===== src/design/rsdt_pkg.sv =====
`timescale 1ns / 1ps
package rsdt_pkg;

  typedef enum logic [1:0] {
    CMD_FOLD    = 2'd0,
    CMD_RETAIN  = 2'd1,
    CMD_RELEASE = 2'd2,
    CMD_LOOKUP  = 2'd3
  } cmd_e;

  typedef enum logic [1:0] {
    ST_FOUND     = 2'd0,
    ST_CREATED   = 2'd1,
    ST_NOT_FOUND = 2'd2,
    ST_FULL      = 2'd3
  } status_e;

  localparam logic [63:0] MIX_MULT  = 64'hff51afd7ed558ccd;
  localparam int unsigned MIX_SHIFT = 33;
  localparam int unsigned LEN_SHIFT = 32;
  localparam logic [31:0] COUNT_MAX = 32'hffffffff;

  typedef struct packed {
    cmd_e        command;
    logic [63:0] sig_hash;
    logic [31:0] sig_length;
    logic [31:0] sig_head_mask;
    logic [31:0] target_id;
  } req_t;

  typedef struct packed {
    logic [31:0] result_id;
    status_e     status;
    logic [31:0] ref_count;
    logic [63:0] out_hash;
    logic [31:0] out_length;
    logic [31:0] out_head_mask;
  } rsp_t;

  // request after key mixing, handed from front to back
  typedef struct packed {
    cmd_e        command;
    logic [63:0] key;
    logic [63:0] sig_hash;
    logic [31:0] sig_length;
    logic [31:0] sig_head_mask;
    logic [31:0] target_id;
  } work_t;

endpackage


===== src/design/rsdt_queue.sv =====
`timescale 1ns / 1ps
module rsdt_queue (
  input  logic            clk_i,
  input  logic            rst_ni,
  input  logic            push_i,
  input  rsdt_pkg::work_t data_i,
  output logic            full_o,
  input  logic            pop_i,
  output rsdt_pkg::work_t data_o,
  output logic            empty_o
);
  import rsdt_pkg::*;

  localparam int unsigned DEPTH = 2;

  work_t       slot_q [DEPTH];
  logic        wr_ptr_q, rd_ptr_q;
  logic [1:0]  count_q;

  assign full_o  = (count_q == 2'(DEPTH));
  assign empty_o = (count_q == 2'd0);
  assign data_o  = slot_q[rd_ptr_q];

  always_ff @(posedge clk_i or negedge rst_ni) begin
    if (!rst_ni) begin
      wr_ptr_q <= 1'b0;
      rd_ptr_q <= 1'b0;
      count_q  <= 2'd0;
    end else begin
      if (push_i) wr_ptr_q <= ~wr_ptr_q;
      if (pop_i) rd_ptr_q <= ~rd_ptr_q;
      if (push_i && !pop_i) begin
        count_q <= count_q + 2'd1;
      end else if (pop_i && !push_i) begin
        count_q <= count_q - 2'd1;
      end
    end
  end

  always_ff @(posedge clk_i) begin
    if (push_i) slot_q[wr_ptr_q] <= data_i;
  end

endmodule


===== config.mk =====
export PLATFORM = sky130hd
export DESIGN_NAME = rsdt_queue
export DESIGN_NICKNAME = d
export VERILOG_FILES = /design/src/design/rsdt_pkg.sv /design/src/design/rsdt_queue.sv
export SDC_FILE = /design/constraint.sdc
export NUM_CORES = 1
export LEC_CHECK = 0
export BUFFER_PORTS_ARGS = -buffer_cell sky130_fd_sc_hd__buf_2
export CAP_MARGIN = 20
export CORE_ASPECT_RATIO = 0.5
export CORE_MARGIN = 5
export CORE_UTILIZATION = 55
export CTS_CLUSTER_SIZE = 16
export DETAILED_ROUTE_END_ITERATION = 7
export PLACE_DENSITY_LB_ADDON = 0.12
export SETUP_SLACK_MARGIN = 0.5
export SLEW_MARGIN = 15
export SYNTH_ARGS = -nofsm -noshare
export SYNTH_HDL_FRONTEND = slang
export SYNTH_SLANG_ARGS = --single-unit

===== constraint.sdc =====
create_clock -name clk_i -period 21.9 [get_ports clk_i]
set_input_delay 4.38 -clock clk_i [delete_from_list [all_inputs] [get_ports clk_i]]
set_output_delay 4.38 -clock clk_i [all_outputs]
set_load 0.01 [all_outputs]

==> metrics.txt <==
r2r startpoint wr_ptr_q; crit start category flip-flop; CTS buffer count 39; clock tree buffer depth 3; Avg WL per Cell ~22 um; Worst Path Arrival between 3 and 4 ns; hold_buf cts 0; Core ar. 0.0293 mm^2; DRC 0; die area 0.0340 mm^2; # setup viols final 0; synth unique cells 14; total chip power about 2.7 mW; Min-Delay Startpoint count_q[1]; clk_lat worst skew 0.52 ns; GP Congestion between 0.7 and 0.8; Post-Syn Area per Cell 23.1 um^2; capturing point of the worst reg2reg path slot_q[0][66]; clk_skew approximately 0.007 ns; IO Port Bufs 457; setup ws final 13.87 ns; Detail Route Antenna Nets 0; Worst Max-Slew Pin Slew just over 1 ns; syn_nets 950; vias in the first global route slightly above 9000; Max stage delay cell, worst path dfrtp_4; Layout Utilization 70.2%; Final min period around 8.0 ns; WP data required between 15 and 20 ns; status completed; setup_tns 0 ns; Max stage delay on crit path 0.92 ns; H-tree depth 2; Nets 1432; first-pass GRT wire length between 50 and 60 mm; I/O pins between 400 and 500; CTS tree yes; top_reg_cell synth edfxtp_1; Worst-path clk slew around 0.060 ns; Hold Path Sink count_q[1]; area delta synth->final 24.0%; Compound-Gate Fraction of Synth Area 0%; final hold vios 0; synth cell count leaders 452 x edfxtp_1, 196 x mux2_2, 30 x mux2_4; vias per cell slightly above 5; die height about 130 um; GR Overflow Total 0; Pleak 7.83 nW; PD cells between 100 and 150 mW/mm^2; fin cells approximately 1600; maxcap violations 0; post-synth top area share about four fifths; Cell Chain, Critical Path buf_4 > buf_4 > mux2_2 > buf_2; DP Cell Count around 1600; Critical Path Sink Type output port; reg-to-reg slack, setup between 15 and 20 ns; synthesized area 0.0166 mm^2; pre-CTS setup slack 14.38 ns; mux contribution to synthesized area between 10% and 20%; Synth area leader edfxtp_1; Detailed Routing Iterations Pass 1 4; clock root buffer clkbuf_16; XOR/XNOR Fraction of Synth Area less than 1%; Clock Sinks approximately 460; Simple-Gate Fraction of Synth Area less than 1%; Via Count approximately 8300; Max VDD drop 89.2 uV; Yosys warning total 0; Worst Path Buf+Inv 3; Final Cycle Share a little under two fifths; proportion of layout cells with a drive suffix above 1 60.7%; GRT Total Usage between 20% and 30%; HP Class flip-flop to flip-flop; num rows between 40 and 50; Crit. path cell count 4; top-count cell post-synth edfxtp_1; RSZ-0062 raised after global routing false; Gate Count Post-Synth 719; sequential element share of the synthesized area between 80% and 90%; initial antenna violation count 7; Post-synth EDFFs 452; Most common cell on crit path buf_4; Setup CP Type flip-flop to output port; Max Clock Freq approximately 120 MHz; register bit total from synthesis between 400 and 500; Die X 256 um; CP top delay family buffers and inverters; asr flop ratio synth less than 1%; Post-CTS Setup Bufs 0; Max Slew Vio Count 0; hold path depth 1; dpl hpwl between 20 and 25 mm; reg2reg path depth 3; largest net degree at the start of global routing 77; Synth Area in Adders 0.0754%; initial DRC count just under 400; Starting Density a little under three fifths; Area contributors post-synth edfxtp_1 82%, mux2_2 13%, mux2_4 2.7%, dfrtp_1 0.60%, buf_4 0.50%; worst-path maximum fanout 75; CTS resizes 0; largest family of logic cells by synthesized area multiplexers; drt total wl around 35 mm; max_slew headroom 31.1%
placed cells by master (no fill, tap or decap):
cell | synthesis | final
and2_4 | 0 | 1
buf_16 | 0 | 1
buf_2 | 10 | 457
buf_4 | 11 | 8
bufinv_16 | 0 | 5
clkbuf_1 | 0 | 5
clkbuf_16 | 0 | 41
clkinv_1 | 0 | 14
clkinv_2 | 0 | 4
clkinvlp_4 | 0 | 1
dfrtp_1 | 4 | 3
dfrtp_4 | 0 | 1
diode_2 | 0 | 6
edfxtp_1 | 452 | 452
ha_1 | 1 | 1
inv_1 | 1 | 1
mux2_2 | 196 | 196
mux2_4 | 30 | 30
nor2_1 | 2 | 2
nor2b_1 | 2 | 1
nor2b_4 | 0 | 1
xnor2_1 | 1 | 1
xor2_1 | 4 | 4
worst register-to-register path: cells and delay by family, from the launching register on:
kind                   cells  cell delay (ns)
and+or+nand+nor            1             0.44
DFF                        1             0.43
buffers and inverters      2             1.66
routing by layer:
metal | track usage [%] | vias up | wire, um
met5 | 0 | - | 13
met4 | 4.97 | 2 | 574
met3 | 5.12 | 41 | 1770
met2 | 38.7 | 194 | 20100
met1 | 22.3 | 4255 | 12800
li1 | - | 3845 | -
state kept, by name, summed over array words and instances (netlist names):
name	count
slot_q	452
count_q	2
rd_ptr_q	1
wr_ptr_q	1
power by group:
group | switching [mW] | internal, mW | total [mW]
Sequential | 0.0568 | 1.16 | 1.22
Combinational | 0.407 | 0.347 | 0.754
Clock | 0.291 | 0.399 | 0.691
Total | 0.756 | 1.90 | 2.66
cell families after synthesis:
logic type,after synthesis
buffers and inverters,26
flip-flops,456
multiplexers,226
AND/OR/NAND/NOR,5
XOR/XNOR,5
adder cells (fa/ha/maj),1
per-stage QoR:
stage                     hold slack (ns)  cell area (um^2)
after floorplan                     0.455             16600
after global placement              0.478             19300
after detailed placement            0.486             19300
after CTS                           0.496             20500
after global routing                0.503             20600
final                               0.491             20600
worst max-delay path by stage:
stage                   endpoint      from  slack (ns)
floorplan           slot_q[0][0]    push_i        6.94
global placement     data_o[171]  rd_ptr_q       14.45
detailed placement   data_o[145]  rd_ptr_q       14.38
CTS                  data_o[145]  rd_ptr_q       13.81
global route         data_o[145]  rd_ptr_q       13.66
finish               data_o[145]  rd_ptr_q       13.87
final cells by class:
type                            count  area, um^2
Clock buffer                       46        1040
Tap cell                          391         489
Antenna cell                        6        15.0
Timing Repair Buffer              466        2370
Sequential cell                   456       13700
Clock inverter                     24         230
Inverter                            1        3.75
Fill cell                        1936        8760
Multi-Input combinational cell    237        2750
(Power assumes the default switching activity.)
