--- src/design/rsdt_pkg.sv ---
`timescale 1ns / 1ps
package rsdt_pkg;

  typedef enum logic [1:0] {
    CMD_FOLD    = 2'd0,
    CMD_RETAIN  = 2'd1,
    CMD_RELEASE = 2'd2,
    CMD_LOOKUP  = 2'd3
  } cmd_e;

  typedef enum logic [1:0] {
    ST_FOUND     = 2'd0,
    ST_CREATED   = 2'd1,
    ST_NOT_FOUND = 2'd2,
    ST_FULL      = 2'd3
  } status_e;

  localparam logic [63:0] MIX_MULT  = 64'hff51afd7ed558ccd;
  localparam int unsigned MIX_SHIFT = 33;
  localparam int unsigned LEN_SHIFT = 32;
  localparam logic [31:0] COUNT_MAX = 32'hffffffff;

  typedef struct packed {
    cmd_e        command;
    logic [63:0] sig_hash;
    logic [31:0] sig_length;
    logic [31:0] sig_head_mask;
    logic [31:0] target_id;
  } req_t;

  typedef struct packed {
    logic [31:0] result_id;
    status_e     status;
    logic [31:0] ref_count;
    logic [63:0] out_hash;
    logic [31:0] out_length;
    logic [31:0] out_head_mask;
  } rsp_t;

  // request after key mixing, handed from front to back
  typedef struct packed {
    cmd_e        command;
    logic [63:0] key;
    logic [63:0] sig_hash;
    logic [31:0] sig_length;
    logic [31:0] sig_head_mask;
    logic [31:0] target_id;
  } work_t;

endpackage

--- src/design/rsdt_front.sv ---
`timescale 1ns / 1ps
module rsdt_front (
  input  logic          clk_i,
  input  logic          rst_ni,
  input  logic          start,
  output logic          busy,
  input  rsdt_pkg::req_t req_i,
  output logic          push_o,
  output rsdt_pkg::work_t work_o,
  input  logic          full_i
);
  import rsdt_pkg::*;

  localparam logic [2:0] F_IDLE = 3'd0;
  localparam logic [2:0] F_PRE  = 3'd1;
  localparam logic [2:0] F_P0   = 3'd2;
  localparam logic [2:0] F_P1   = 3'd3;
  localparam logic [2:0] F_P2   = 3'd4;
  localparam logic [2:0] F_P3   = 3'd5;
  localparam logic [2:0] F_PUSH = 3'd6;

  logic [2:0]  state_q, state_d;
  req_t        req_q, req_d;
  logic [63:0] x_q, x_d;
  logic [63:0] acc_q, acc_d;
  logic [31:0] prod_q, prod_d;
  logic [63:0] pre;
  logic [63:0] lo_full;
  logic [31:0] mul_a, mul_b, mul_lo;

  assign pre = req_q.sig_hash ^ ({32'b0, req_q.sig_length} << LEN_SHIFT)
             ^ {32'b0, req_q.sig_head_mask};
  assign lo_full = 64'(x_q[31:0]) * 64'(MIX_MULT[31:0]);
  // shared multiplier for the two cross terms, low half only
  assign mul_a  = (state_q == F_P1) ? x_q[31:0] : x_q[63:32];
  assign mul_b  = (state_q == F_P1) ? MIX_MULT[63:32] : MIX_MULT[31:0];
  assign mul_lo = mul_a * mul_b;

  assign busy   = (state_q != F_IDLE);
  assign push_o = (state_q == F_PUSH) && !full_i;

  always_comb begin
    work_o.command       = req_q.command;
    work_o.key           = acc_q ^ (acc_q >> MIX_SHIFT);
    work_o.sig_hash      = req_q.sig_hash;
    work_o.sig_length    = req_q.sig_length;
    work_o.sig_head_mask = req_q.sig_head_mask;
    work_o.target_id     = req_q.target_id;
  end

  always_comb begin
    state_d = state_q;
    req_d   = req_q;
    x_d     = x_q;
    acc_d   = acc_q;
    prod_d  = prod_q;
    unique case (state_q)
      F_IDLE: begin
        if (start) begin
          req_d   = req_i;
          state_d = F_PRE;
        end
      end
      F_PRE: begin
        x_d     = pre ^ (pre >> MIX_SHIFT);
        state_d = F_P0;
      end
      F_P0: begin
        acc_d   = lo_full;
        state_d = F_P1;
      end
      F_P1: begin
        prod_d  = mul_lo;
        state_d = F_P2;
      end
      F_P2: begin
        acc_d   = acc_q + {prod_q, 32'b0};
        prod_d  = mul_lo;
        state_d = F_P3;
      end
      F_P3: begin
        acc_d   = acc_q + {prod_q, 32'b0};
        state_d = F_PUSH;
      end
      F_PUSH: begin
        if (!full_i) state_d = F_IDLE;
      end
      default: state_d = F_IDLE;
    endcase
  end

  always_ff @(posedge clk_i or negedge rst_ni) begin
    if (!rst_ni) begin
      state_q <= F_IDLE;
    end else begin
      state_q <= state_d;
    end
  end

  always_ff @(posedge clk_i) begin
    req_q  <= req_d;
    x_q    <= x_d;
    acc_q  <= acc_d;
    prod_q <= prod_d;
  end

endmodule

--- config.mk ---
export PLATFORM = sky130hd
export DESIGN_NAME = rsdt_front
export DESIGN_NICKNAME = d
export VERILOG_FILES = /design/src/design/rsdt_pkg.sv /design/src/design/rsdt_front.sv
export SDC_FILE = /design/constraint.sdc
export NUM_CORES = 2
export LEC_CHECK = 0
export BUFFER_PORTS_ARGS = -buffer_cell sky130_fd_sc_hd__buf_2
export CAP_MARGIN = 20
export CORE_MARGIN = 5
export CORE_UTILIZATION = 60
export CTS_BUF_LIST = sky130_fd_sc_hd__clkbuf_4 sky130_fd_sc_hd__clkbuf_8
export DETAILED_ROUTE_END_ITERATION = 6
export PLACE_DENSITY = 0.8
export SYNTH_ARGS = -nofsm -noshare
export SYNTH_HDL_FRONTEND = slang
export SYNTH_SLANG_ARGS = --single-unit
--- constraint.sdc ---
create_clock -name clk_i -period 18.3 [get_ports clk_i]
set_input_delay 1.83 -clock clk_i [delete_from_list [all_inputs] [get_ports clk_i]]
set_output_delay 1.83 -clock clk_i [all_outputs]
set_load 0.05 [all_outputs]
==> results.yml <==
yosys:
  synth_common_cells: "inv_1, fa_1, ha_1, edfxtp_1, xnor2_1"
  synth_area_mm2: 0.0435
  synth_edf_count: 322
  synth-seq-area-share: 0.224
  async_reset_ff_frac: 0.00923
  synth_top_cell_area_share: 0.335
  avgSynthCellArea_um2: 10.9
  synth.largest_area_cell: "fa_1"
  ys_types: 77
  synth_area_leaders: "fa_1, edfxtp_1, ha_1"
  synth_flop_cell: "edfxtp_1"
  yosysMostFrequentCell: "inv_1"
  synth_warnings: 0
  synthCells: 4008
  ys_ff_latch: 325
die:
  core_area_mm2: 0.0717
  die_width_um: 279
  num_io_pins: 394
  die_y_um: 279
  dieArea_mm2: 0.0780
  initial_utilization: 0.607
  std_cell_rows: 98
critical_path:
  worst_ep_arrival_time_ns: 9.20
  crit_buf_inv: 8
  r2r_start: "state_q[1]$_DFFE_PN0P_"
  cp-start-kind: "register"
  crit_fanout: 51
  critPathTopFamily: "adder cells"
  worst-setup-path-type: "reg2reg"
  critPathLaunch: "state_q[1]$_DFFE_PN0P_"
  cp.required_ns: 18.76
  cpMaxStageDelayCell: "fa_1"
  max_stage_delay_ns: 0.56
  cpMostUsedCell: "fa_1"
  end_kind: "register"
sta:
  period_needed_ns: 8.74
  slew_headroom: 0.276
  fin_ws_ns: 9.56
  period_share: 0.478
  tns_ns: 0
  setup-violations-final: 0
  tightest_slew_ns: 1.09
  drv_slew: 0
  rsz0062_at_grt: "no"
  finClkSkew_ns: 0.0616
  max_freq_mhz: 114
  finalHoldViolCount: 0
placed_design:
  gp_congestion: 1.03
  place_ws_ns: 9.58
  dpl-instance-area_mm2: 0.0465
  io_buffers: 393
  dp.cells: 5308
  dpl.hpwl_um: 113000
route:
  avgViaCountPerCell: 5.47
  routedWlPerCell_um: 23.6
  routed_wl_um: 128000
  dr.pass1.iters: 5
  ant_nets: 0
  num_vias: 29600
  drc: 0
  drt_iter0_drc: 2531
final_layout:
  drive_gt1_frac: 0.121
  fin_cells: 5415
  synthToLayoutAreaGrowth_pct: 9.59
  stdcell_area_mm2: 0.0477
  final_nets: 5879
clocking:
  cts_resized: 0
  cts_setup_buffers: 0
  cts_tree: "done"
  clk_latency_ns: 0.71
  cts-hold-fix-buffers: 0
  cts.path.max_buffers: 3
  clk_pin_slew_worst_paths_ns: 0.06
  cts_num_sinks: 325
  h-tree-depth: 2
  cts_buffers: 54
  cts_root_buffer: "clkbuf_8"
global_route:
  grt_max_degree: 79
  grt-ovfl-total: 0
  antenna_found_initial: 7
  track_usage: 0.330
  grt_pass1_wl_um: 192000
  grt_pass1_vias: 31400
run_status:
  status: "finished clean"
worst_hold_path:
  hp-class: "reg2reg"
  min_from: "work_o[128]$_DFFE_PP_"
job:
  drv_cap: 0
[logic make-up (layout without fill, tap and decap cells)]
logic type,count (synthesis),in the layout,synth area share
adders and majority gates,1299,1299,0.499
buffers and inverters,1200,1629,0.107
and+or+nand+nor,470,470,0.0497
AOI/OAI and AO/OA,411,411,0.0597
DFF,325,325,0.224
xor gates and xnor gates,294,294,0.0592
muxes,7,7,0.00161
other,2,30,0.000173
[sequential cells by signal (all words and copies together) (netlist names)]
register  count
work_o      162
acc_q        64
state_q       3
x_q          64
prod_q       32
[per-layer routing]
metal  routed length [µm]  GRT usage  up-vias
li1                     -          -    13300
met1                51200      0.458    14700
met2                57600      0.512     1451
met3                13700     0.0912      206
met4                 5080      0.107        2
met5                   13          0        -
[layout make-up]
type / instances / area [µm²]
inverters: 1117 / 4190
fillers: 5618 / 24000
multi-input cells: 2506 / 29300
repair buffers: 410 / 2090
well taps: 950 / 1190
diodes: 5 / 12.5
clock buffers: 73 / 886
flip-flops and latches: 325 / 9740
clock inverters: 29 / 303
[layout by cell type, fill, tap and decap left out, types with 15 or more instances in the layout]
cell | netlist | layout
inv_1 | 1114 | 1114
fa_1 | 728 | 728
ha_1 | 571 | 571
buf_2 | 8 | 393
edfxtp_1 | 322 | 322
xnor2_1 | 186 | 186
nand2_1 | 169 | 169
a21oi_1 | 145 | 145
nor2_1 | 129 | 126
xor2_1 | 108 | 108
o21ai_0 | 65 | 63
clkbuf_8 | 0 | 54
a21o_1 | 47 | 47
nor3_1 | 26 | 26
nand2b_1 | 26 | 25
o21ai_1 | 25 | 25
conb_1 | 2 | 25
and2_1 | 22 | 22
nand3_1 | 20 | 20
clkbuf_4 | 0 | 19
nand4_1 | 18 | 18
buf_4 | 33 | 17
o21a_1 | 16 | 16
or2_2 | 15 | 16
a31oi_1 | 15 | 15
[path summary, 6_finish.rpt]
| check | to | slack [ns] | depth (start not counted) |
|---|---|---|---|
| setup / recovery | prod_q[28]$_DFFE_PP_ | 9.56 | 29 |
| hold / removal | x_q[32]$_DFFE_PP_ | 0.59 | 1 |
| setup reg to reg | prod_q[28]$_DFFE_PP_ | 9.56 | 29 |
| hold reg to reg | x_q[32]$_DFFE_PP_ | 0.59 | 1 |
| max in group asynchronous | state_q[2]$_DFFE_PN0P_ | 17.24 | 1 |
| min in group asynchronous | state_q[1]$_DFFE_PN0P_ | 0.95 | 1 |
[worst register-to-register path: cells and delay by family, from the launching register on]
kind	cells	cell delay, ns
buf+inv	8	0.96
compound gates	5	1.42
xor+xnor	1	0.09
flops	1	0.53
simple gates	6	1.30
fa+ha+maj	9	4.23
[metrics by stage]
| stage | util | hold slack (ns) |
|---|---|---|
| 2_1_floorplan | - | 0.496 |
| 4_1_cts | 0.665 | 0.588 |
| 3_3_place_gp | 0.648 | 0.546 |
| 6_report | 0.665 | 0.589 |
| 3_5_place_dp | 0.648 | 0.573 |
| 5_1_grt | 0.665 | 0.626 |
Power is not shown: default switching activity piles up to over one toggle a cycle in this logic, so the estimate is an artifact.
